--- config.mk ---
export PLATFORM = sky130hd
export DESIGN_NAME = quoted_word_tokenizer_core
export DESIGN_NICKNAME = d
export VERILOG_FILES = /design/src/hdl/qwt_pkg.sv /design/src/hdl/qwt_step.sv /design/src/hdl/qwt_out_fifo.sv /design/src/hdl/quoted_word_tokenizer_core.sv
export SDC_FILE = /design/constraint.sdc
export NUM_CORES = 1
export LEC_CHECK = 0
export ABC_AREA = 1
export BUFFER_PORTS_ARGS = -buffer_cell sky130_fd_sc_hd__buf_2
export CORE_UTILIZATION = 51
export DETAILED_ROUTE_END_ITERATION = 7
export PLACE_DENSITY = 0.74
export SLEW_MARGIN = 10
export SYNTH_ARGS = -nofsm -noshare
export SYNTH_HDL_FRONTEND = slang
export SYNTH_SLANG_ARGS = --single-unit
--- constraint.sdc ---
create_clock -name clk -period 1.95 [get_ports clk]
set_input_delay 0.195 -clock clk [delete_from_list [all_inputs] [get_ports clk]]
set_output_delay 0.195 -clock clk [all_outputs]
set_load 0.05 [all_outputs]
--- src/hdl/qwt_pkg.sv ---
// types, character codes and helpers shared by the quoted word tokeniser
// no dependencies
package qwt_pkg;

	typedef enum logic [1:0] {
		MODE_SKIP = 2'd0,
		MODE_WORD = 2'd1,
		MODE_ESC  = 2'd2
	} mode_t;

	typedef enum logic [1:0] {
		KIND_BYTE   = 2'd0,
		KIND_END    = 2'd1,
		KIND_NOWORD = 2'd2
	} kind_t;

	localparam logic [7:0] CH_NUL    = 8'h00;
	localparam logic [7:0] CH_LF     = 8'h0A;
	localparam logic [7:0] CH_CR     = 8'h0D;
	localparam logic [7:0] CH_TAB    = 8'h09;
	localparam logic [7:0] CH_SPACE  = 8'h20;
	localparam logic [7:0] CH_QUOTE  = 8'h22;
	localparam logic [7:0] CH_BSLASH = 8'h5C;
	localparam logic [7:0] CH_N      = 8'h6E;
	localparam logic [7:0] CH_R      = 8'h72;

	// one result of the step logic
	typedef struct packed {
		logic       emit;
		logic [7:0] data;
		kind_t      kind;
	} res_t;

	function automatic logic is_ws(input logic [7:0] c);
		is_ws = (c == CH_SPACE) || ((c >= CH_TAB) && (c <= CH_CR));
	endfunction

endpackage

--- src/hdl/qwt_step.sv ---
// tokeniser state (scan mode, quoting) and the per-byte decision logic
// depends on qwt_pkg
module qwt_step (
	input  logic             clk,
	input  logic             arst_n,
	input  logic [7:0]       byte_s1,
	input  logic             fire,
	output qwt_pkg::res_t    res
);

	qwt_pkg::mode_t mode_q, mode_d, w_mode;
	logic           quo_q, quo_d, w_quo;
	qwt_pkg::res_t  w_res;

	// behaviour of a byte once inside a word
	always_comb begin
		w_mode = qwt_pkg::MODE_WORD;
		w_quo  = quo_q;
		w_res  = '{emit: 1'b1, data: byte_s1, kind: qwt_pkg::KIND_BYTE};
		priority if (byte_s1 == qwt_pkg::CH_NUL) begin
			w_mode = qwt_pkg::MODE_SKIP;
			w_quo  = 1'b0;
			w_res  = '{emit: 1'b1, data: 8'h00, kind: qwt_pkg::KIND_END};
		end else if (byte_s1 == qwt_pkg::CH_BSLASH) begin
			if (quo_q) begin
				w_mode     = qwt_pkg::MODE_ESC;
				w_res.emit = 1'b0;
			end
		end else if (byte_s1 == qwt_pkg::CH_QUOTE) begin
			w_quo      = ~quo_q;
			w_res.emit = 1'b0;
		end else if (!quo_q && qwt_pkg::is_ws(byte_s1)) begin
			w_mode = qwt_pkg::MODE_SKIP;
			w_quo  = 1'b0;
			w_res  = '{emit: 1'b1, data: 8'h00, kind: qwt_pkg::KIND_END};
		end else begin
			// any other byte is kept as it is
			w_mode = qwt_pkg::MODE_WORD;
		end
	end

	always_comb begin
		mode_d = mode_q;
		quo_d  = quo_q;
		res    = '{emit: 1'b0, data: 8'h00, kind: qwt_pkg::KIND_BYTE};
		unique case (mode_q)
			qwt_pkg::MODE_ESC: begin
				if (byte_s1 == qwt_pkg::CH_NUL) begin
					mode_d = qwt_pkg::MODE_SKIP;
					quo_d  = 1'b0;
					res    = '{emit: 1'b1, data: 8'h00, kind: qwt_pkg::KIND_END};
				end else begin
					mode_d = qwt_pkg::MODE_WORD;
					res    = '{emit: 1'b1, data: byte_s1, kind: qwt_pkg::KIND_BYTE};
					if (byte_s1 == qwt_pkg::CH_N)
						res.data = qwt_pkg::CH_LF;
					else if (byte_s1 == qwt_pkg::CH_R)
						res.data = qwt_pkg::CH_CR;
				end
			end
			qwt_pkg::MODE_WORD: begin
				mode_d = w_mode;
				quo_d  = w_quo;
				res    = w_res;
			end
			default: begin
				// skipping leading whitespace, unused code lands here too
				if (byte_s1 == qwt_pkg::CH_NUL) begin
					mode_d = qwt_pkg::MODE_SKIP;
					quo_d  = 1'b0;
					res    = '{emit: 1'b1, data: 8'h00, kind: qwt_pkg::KIND_NOWORD};
				end else if (qwt_pkg::is_ws(byte_s1)) begin
					mode_d = qwt_pkg::MODE_SKIP;
				end else begin
					mode_d = w_mode;
					quo_d  = w_quo;
					res    = w_res;
				end
			end
		endcase
	end

	always_ff @(posedge clk or negedge arst_n) begin
		if (!arst_n) begin
			mode_q <= qwt_pkg::MODE_SKIP;
			quo_q  <= 1'b0;
		end else if (fire) begin
			mode_q <= mode_d;
			quo_q  <= quo_d;
		end
	end

endmodule

--- src/hdl/qwt_out_fifo.sv ---
// two-entry result queue between the step logic and the output channel
// depends on qwt_pkg
module qwt_out_fifo (
	input  logic          clk,
	input  logic          arst_n,
	input  logic          push,
	input  logic [7:0]    push_data,
	input  qwt_pkg::kind_t push_kind,
	output logic          full,
	output logic          out_valid,
	input  logic          out_ready,
	output logic [7:0]    out_byte,
	output logic [1:0]    out_kind
);

	logic [7:0]     data_q [2];
	qwt_pkg::kind_t kind_q [2];
	logic           wr_ptr_q, rd_ptr_q;
	logic [1:0]     count_q;
	logic           pop;

	assign full      = (count_q == 2'd2);
	assign out_valid = (count_q != 2'd0);
	assign pop       = out_valid && out_ready;
	assign out_byte  = data_q[rd_ptr_q];
	assign out_kind  = 2'(kind_q[rd_ptr_q]);

	always_ff @(posedge clk) begin
		if (push) begin
			data_q[wr_ptr_q] <= push_data;
			kind_q[wr_ptr_q] <= push_kind;
		end
	end

	always_ff @(posedge clk or negedge arst_n) begin
		if (!arst_n) begin
			wr_ptr_q <= 1'b0;
			rd_ptr_q <= 1'b0;
			count_q  <= 2'd0;
		end else begin
			if (push)
				wr_ptr_q <= ~wr_ptr_q;
			if (pop)
				rd_ptr_q <= ~rd_ptr_q;
			unique case ({push, pop})
				2'b10:   count_q <= count_q + 2'd1;
				2'b01:   count_q <= count_q - 2'd1;
				default: count_q <= count_q;
			endcase
		end
	end

endmodule

--- src/hdl/quoted_word_tokenizer_core.sv ---
// an accepted item is registered in the input stage, then its result in the queue
// throughput: one item per cycle unless output stalls; one input stage, two-entry queue
// an item is held in the input stage only while its result cannot enter a full queue
// reset (arst_n low, asynchronous): skipping whitespace, quoting off, both stages empty
// depends on qwt_pkg, qwt_step, qwt_out_fifo
module quoted_word_tokenizer_core (
	input  logic       clk,
	input  logic       arst_n,
	input  logic       in_valid,
	output logic       in_ready,
	input  logic [7:0] in_byte,
	output logic       out_valid,
	input  logic       out_ready,
	output logic [7:0] out_byte,
	output logic [1:0] out_kind
);

	logic          valid_s1;
	logic [7:0]    byte_s1;
	logic          fire;
	logic          full;
	qwt_pkg::res_t res;

	// the stage drains unless it has a result and the queue is full
	assign fire     = valid_s1 && (!res.emit || !full);
	assign in_ready = !valid_s1 || fire;

	always_ff @(posedge clk or negedge arst_n) begin
		if (!arst_n)
			valid_s1 <= 1'b0;
		else if (in_ready)
			valid_s1 <= in_valid;
	end

	always_ff @(posedge clk) begin
		if (in_valid && in_ready)
			byte_s1 <= in_byte;
	end

	qwt_step u_step (
		.clk     (clk),
		.arst_n  (arst_n),
		.byte_s1 (byte_s1),
		.fire    (fire),
		.res     (res)
	);

	qwt_out_fifo u_fifo (
		.clk       (clk),
		.arst_n    (arst_n),
		.push      (fire && res.emit),
		.push_data (res.data),
		.push_kind (res.kind),
		.full      (full),
		.out_valid (out_valid),
		.out_ready (out_ready),
		.out_byte  (out_byte),
		.out_kind  (out_kind)
	);

endmodule

Word-level counts from Yosys, hierarchy flattened. Memories as Yosys holds them, arrays and structs flattened. Cells that the tools add are included.

Output and inout bits: 12. Logic and storage cells: 78. Memories: 2. Flip-flop bits (word level): 16. Bits in writable memories: 20. Input port bits: 12.

Memory list: u_fifo.data_q (depth 2, width 8, rd ports 1, clocked after Yosys merged registers in 0, write ports 1, line qwt_out_fifo.sv:16) `logic [7:0] data_q [2];`; u_fifo.kind_q (depth 2, width 2, rd ports 1, clocked after Yosys merged registers in 0, write ports 1, line qwt_out_fifo.sv:17) `qwt_pkg::kind_t kind_q [2];`.

$add $sub $neg: 2. Reductions and logical operators: 17. Muxes and demuxes: 33. Equality and inequality tests: 12. Order comparisons: 2. Bitwise logic cells: 3.

Operator list (count): two-way mux 10 bit (4); two-way mux 11 bit (3); equality test 8 x 7 -> 1 bit, second input constant (3); one-hot mux 11 bit (2 select lines) (1); equality test 8 x 6 -> 1 bit, second input constant (2); two-way mux 8 bit (2); two-way mux 1 bit (14); two-way mux 2 bit (6); >= comparator 8 x 4 -> 1 bit, second input constant (1); less-or-equal comparator 8 x 4 -> 1 bit, second input constant (1); zero test 8 bit (1); one-hot mux 2 bit (2 select lines) (2); equality test 2 bit, second input constant (3); logical AND 1 bit (6); equality test 2 x 1 -> 1 bit, second input constant (2); zero test 1 bit (4); nonzero test 2 bit (2); logical OR 1 bit (3); != test 3 x 2 -> 1 bit, second input constant (1); inverter 1 bit (3); AND reduction 3 bit (1); adder 2 x 1 -> 2 bit, second input constant (1); != test 2 x 1 -> 1 bit, second input constant (1); one-hot mux 1 bit (2 select lines) (1); subtractor 2 x 1 -> 2 bit, second input constant (1).

Logic depth before layout (Yosys ltp).
Word-level depth: 17. Mapped depth: 14. Depth with buffers taken out: 14.

Cells and area by module. Synthesis repeated with hierarchy kept, for this count alone.

Cells, all modules: 211. Area, all modules: 1941.9 µm².

By module, submodules not included: qwt_out_fifo (instances 1, cells an instance 81, sequential area each 700.7 µm², area an instance 958.4 µm²); qwt_step (instances 1, cells an instance 113, sequential area each 75.1 µm², area an instance 674.4 µm²); quoted_word_tokenizer_core (instances 1, cells an instance 17, sequential area each 265.3 µm², area an instance 309.0 µm²).

Worst setup path after synthesis. No wires, ideal clock.

Path kind: register to register. Start point: reg u_step.mode_q[0]. End point: mem u_fifo.data_q[1][0], enable pin. Cell stages (with the launch flop): 9. Arrival time: 1745 ps. Path buffers: 0. Library setup time: 376 ps. Required time: 1574 ps. Clock period less this slack: 2121 ps. Setup slack: -171 ps. Path through: dfrtp_1 -> inv_1 -> ha_1 -> bufinv_16 -> nand2_2 -> nand2_4 -> nand2_4 -> nand3_2 -> nor2_1.

Longest elaborated chain between the ends: 8. Elaborated cells between the ends (all ways): 9. Classes of those cells: eq/ne: 2; mux: 3; reduce/logical: 4.

RTL lines: start: declaration (line qwt_step.sv:11) `qwt_pkg::mode_t mode_q, mode_d, w_mode;`; start signal: assignment (line qwt_step.sv:85) `mode_q <= qwt_pkg::MODE_SKIP;`; start signal: assignment (line qwt_step.sv:88) `mode_q <= mode_d;`; equality test 2 x 1 -> 1 bit or equality test 2 bit (tied branches) (line qwt_step.sv:46) `unique case (mode_q)`; one-hot mux 11 bit (2 select lines) * (line qwt_step.sv:46); zero test 1 bit (line quoted_word_tokenizer_core.sv:25) `assign fire = valid_s1 && (!res.emit || !full);`; logical OR 1 bit (line quoted_word_tokenizer_core.sv:25); logical AND 1 bit (line quoted_word_tokenizer_core.sv:25); logical AND 1 bit * (line quoted_word_tokenizer_core.sv:51) `.push (fire && res.emit),`; two-way mux 1 bit * (line qwt_out_fifo.sv:29) `if (push) begin`; two-way mux 1 bit (implied by the code) * (line qwt_out_fifo.sv:30) `data_q[wr_ptr_q] <= push_data;`; end: declaration (line qwt_out_fifo.sv:16).

Mark *: on every way between the ends. The rest lies on a longest branch, timed or not.

Worst setup path after layout.
Start point: reg byte_s1[6]. End point: reg u_fifo.count_q[1].

Longest elaborated chain between the ends: 13. Elaborated cells between the ends (all ways): 22. Classes of those cells: order compare: 2; eq/ne: 5; mux: 7; reduce/logical: 8.

RTL lines: start: declaration (line quoted_word_tokenizer_core.sv:19) `logic [7:0] byte_s1;`; start signal: assignment (line quoted_word_tokenizer_core.sv:37) `byte_s1 <= in_byte;`; branches (longest 6 deep; another with >= comparator 8 x 4 -> 1 bit); one-hot mux 11 bit (2 select lines) * (line qwt_step.sv:46); zero test 1 bit (line quoted_word_tokenizer_core.sv:25); logical OR 1 bit (line quoted_word_tokenizer_core.sv:25); logical AND 1 bit (line quoted_word_tokenizer_core.sv:25); logical AND 1 bit * (line quoted_word_tokenizer_core.sv:51); equality test 2 x 1 -> 1 bit or equality test 2 bit (tied branches) (line qwt_out_fifo.sv:45) `unique case ({push, pop})`; one-hot mux 2 bit (2 select lines) or nonzero test 2 bit (tied branches); end signal: assignment (line qwt_out_fifo.sv:46) `2'b10: count_q <= count_q + 2'd1;`; end signal: assignment (line qwt_out_fifo.sv:47) `2'b01: count_q <= count_q - 2'd1;`; end signal: assignment (line qwt_out_fifo.sv:48) `default: count_q <= count_q;`; end: declaration (line qwt_out_fifo.sv:19) `logic [1:0] count_q;`.

Every way passes the cells marked *. A chain may end at the register's enable or synchronous reset.

==> results.ini <==
[status]
status=finished, violations left
violations_in_the_final_reports=setup timing

[layout]
fillCellCount=252
share_of_cells_above_drive_strength_1_pct=39.4
syn2layout_area_growth_pct=33.5
antenna_cells_inserted=0
final_net_count=278
finish.instance_area_um2=2560

[sta]
fin_hold_ws_ns=0.0780
max_freq_mhz=481
setup_viol=23
skew_ns=0.00403
unrepaired_setup_endpoints_after_global_routing=yes
post-route-period-util_pct=107
worst_case_headroom_to_the_max_slew_limit_pct=69.9
finalSetupTns_ns=-2.02
timing_hold_violations_final=0
final_min_period_ns=2.08
postLayoutSetupSlackWorst_ns=-0.129
max_slew.worst_pin.slew_ns=0.450
timing.final.max_slew_violations=0

[grt]
grt_pass1_vias=1453
grt_pass1_wl_um=6670
grt_remaining_overflow=0
initial_antenna_violation_count=0
maximum_number_of_pins_on_one_net_before_global_route_repair=12
grt_util_all_layers_pct=22.3

[min_path]
hold_path_class=in -> reg
worstHoldPathCells=1

[yosys]
syn_nets=223
yosysTopAreaCellShare_pct=43.9
yosys.area.top_type=sky130_fd_sc_hd__edfxtp_1
synth_enable_flop_cells=28
async_flop_share_pct=22.2
synthCells=208
yosysSeqAreaShare_pct=54.4
syn_area_um2=1910
synth_seq_cells=36
postSynthAreaPerCell_um2=9.20
yosysWarnings=0
most_repeated_cell_in_the_gate_level_netlist_after_synthesis=sky130_fd_sc_hd__nand2_1
synth_top_cells_by_count=62 x sky130_fd_sc_hd__nand2_1, 28 x sky130_fd_sc_hd__edfxtp_1, 24 x sky130_fd_sc_hd__inv_1, 20 x sky130_fd_sc_hd__nand3_1, 17 x sky130_fd_sc_hd__nor2_1
synth.area.top_cells=sky130_fd_sc_hd__edfxtp_1 44%, sky130_fd_sc_hd__nand2_1 12%, sky130_fd_sc_hd__dfrtp_1 10%
postSynth.topFlopCell=sky130_fd_sc_hd__edfxtp_1
synth.distinct_cells=29

[clock_tree]
tritoncts_clock_tree=built
htree_num_levels=2
cts-buffers-inserted=5
clk_pin_slew_worst_paths_ns=0.07
clk_latency_ns=0.29
numClockSinks=36
cts_root_buf=sky130_fd_sc_hd__clkbuf_8
cts_buffer_depth=2

[pwr]
power.clock.fraction_pct=15.3
seqPwrFrac_pct=31.0
vdd_drop_max_uv=774
internal_power_mw=2.34
static-leakage-power_nw=1.14
switchingPower_mw=1.77
power_switching_share_pct=43.1
p_per_area_nw_per_um2=1610
comb_power_share_pct=53.7

[die]
die_width_um=63.3
core_area_um2=3470
initial_utilization_pct=55.2
area_of_the_die_um2=4000
core.rowCount=21
dieHeight_um=63.3
design.portCount=24

[detailed_routing]
routed_wirelength_um=4260
detail_route.wl_per_cell_um=13.7
route.detailed.drc=0
initialDrtViolationCount=87
detailroute.via_count=1634
route.antenna.remaining_nets=0
drt-vias-per-instance=5.27
drt-pass1-iter-count=5

[worst_setup_path]
arrival_ns=2.25
start_kind=register
cp.required_ns=2.12
reg2reg_depth=14
critical_path.max_fanout=3
timing.critical_path.to_type=register
path_class=reg -> reg

[placed_design]
io_buffer_count=23
dp_hpwl_um=2730
placedInstanceArea_um2=2260
routabilityCongestion=0.966

[flow_run]
max_cap_violations=0

## layout by cell type (no fill, tap or decap), types with 6 or more instances in the layout
| cell | instances |
|---|---|
| sky130_fd_sc_hd__nor2_2 | 6 |
| sky130_fd_sc_hd__nor2_1 | 11 |
| sky130_fd_sc_hd__edfxtp_1 | 28 |
| sky130_fd_sc_hd__buf_2 | 22 |
| sky130_fd_sc_hd__dfrtp_1 | 8 |
| sky130_fd_sc_hd__nand2_1 | 53 |
| sky130_fd_sc_hd__inv_2 | 7 |
| sky130_fd_sc_hd__buf_4 | 21 |
| sky130_fd_sc_hd__nand3_1 | 18 |
| sky130_fd_sc_hd__inv_1 | 16 |
| sky130_fd_sc_hd__nand2_2 | 14 |
## sequential cells by signal, indices dropped and copies added, names as in the netlist
signal / cells
u_fifo.data_q: 16
u_step.mode_q: 2
u_fifo.rd_ptr_q: 1
u_fifo.wr_ptr_q: 1
u_step.quo_q: 1
u_fifo.count_q: 2
u_fifo.kind_q: 4
byte_s1: 8
valid_s1: 1
## stage by stage
step / util (%) / std cells / worst slack, ns / total power, mW
final: 73.7 / 310 / -0.129 / 4.12
after global routing: 73.7 / 310 / -0.236 / 4.35
after global placement: 65.3 / 291 / -0.0550 / 3.15
after CTS: 71.8 / 307 / -0.0376 / 3.98
after detailed placement: 65.3 / 291 / -0.129 / 3.19
after floorplan: - / 208 / 0.0233 / 2.65
## layout make-up
type / instances / area [um2] / area share [%]
tap: 46 / 57.6 / 2.25
timing repair buffer: 50 / 367 / 14.3
inverter: 25 / 123 / 4.80
multi-input combinational: 145 / 861 / 33.7
sequential: 36 / 1040 / 40.7
clock inverter: 2 / 35.0 / 1.37
clock buffer: 6 / 72.6 / 2.84
## routing by layer
metal,GRT usage (%),vias to the layer above,wire [um]
li1,-,803,-
met1,27.3,748,1730
met2,36.2,70,2170
met3,6.16,13,253
met4,11.4,0,105
met5,0,-,0
## power by group through the flow
stage	Clock, mW	Sequential (mW)	Combinational (mW)
after floorplan	0	1.22	1.43
after global placement	0	1.26	1.90
after detailed placement	0	1.26	1.92
after CTS	0.643	1.26	2.08
after global routing	0.679	1.30	2.37
final	0.632	1.27	2.21
## worst max-delay path, stage by stage (launching register included)
cell and delay, ns:
sky130_fd_sc_hd__edfxtp_1 0.42, sky130_fd_sc_hd__nor2_2 0.16, sky130_fd_sc_hd__inv_1 0.08, sky130_fd_sc_hd__nor2_2 0.11, sky130_fd_sc_hd__nand2_2 0.10, sky130_fd_sc_hd__nand2_1 0.08, sky130_fd_sc_hd__nand2_1 0.07, sky130_fd_sc_hd__nand3_2 0.09
sky130_fd_sc_hd__nand2_4 0.08, sky130_fd_sc_hd__nand2_4 0.08, sky130_fd_sc_hd__nand3_4 0.08, sky130_fd_sc_hd__ha_4 0.27, sky130_fd_sc_hd__a21oi_4 0.12, sky130_fd_sc_hd__o21ai_2 0.08, sky130_fd_sc_hd__xor2_1 0.14
## cells by family (layout without fill, tap and decap cells)
family / Yosys count / in the layout / share of synthesized area [%]
simple gates: 119 / 119 / 29.0
compound gates: 19 / 19 / 6.14
fa+ha+maj: 3 / 3 / 1.96
xor+xnor: 4 / 4 / 1.83
buf+inv: 27 / 83 / 6.67
flops: 36 / 36 / 54.4
## what timing repair did
action | CTS | global route
endpoints found under the setup margin | 20 | 36
gates resized for setup | 21 | 19
buffers inserted | 7 | 5
endpoints found under the hold margin | 8 | 0
hold buffers | 1 | 0
pin swaps | 5 | 15
## final timing paths
check / startpoint / endpoint / slack [ns]
hold reg to reg: u_fifo.wr_ptr_q / u_fifo.wr_ptr_q / 0.52
hold / removal: in_byte[7] / byte_s1[7] / 0.08
max in group asynchronous: arst_n / u_fifo.rd_ptr_q / 1.50
setup / recovery: byte_s1[6] / u_fifo.count_q[1] / -0.13
setup reg to reg: byte_s1[6] / u_fifo.count_q[1] / -0.13
min in group asynchronous: arst_n / u_step.quo_q / 0.28
Note: power is estimated with default switching activity, not from simulation.
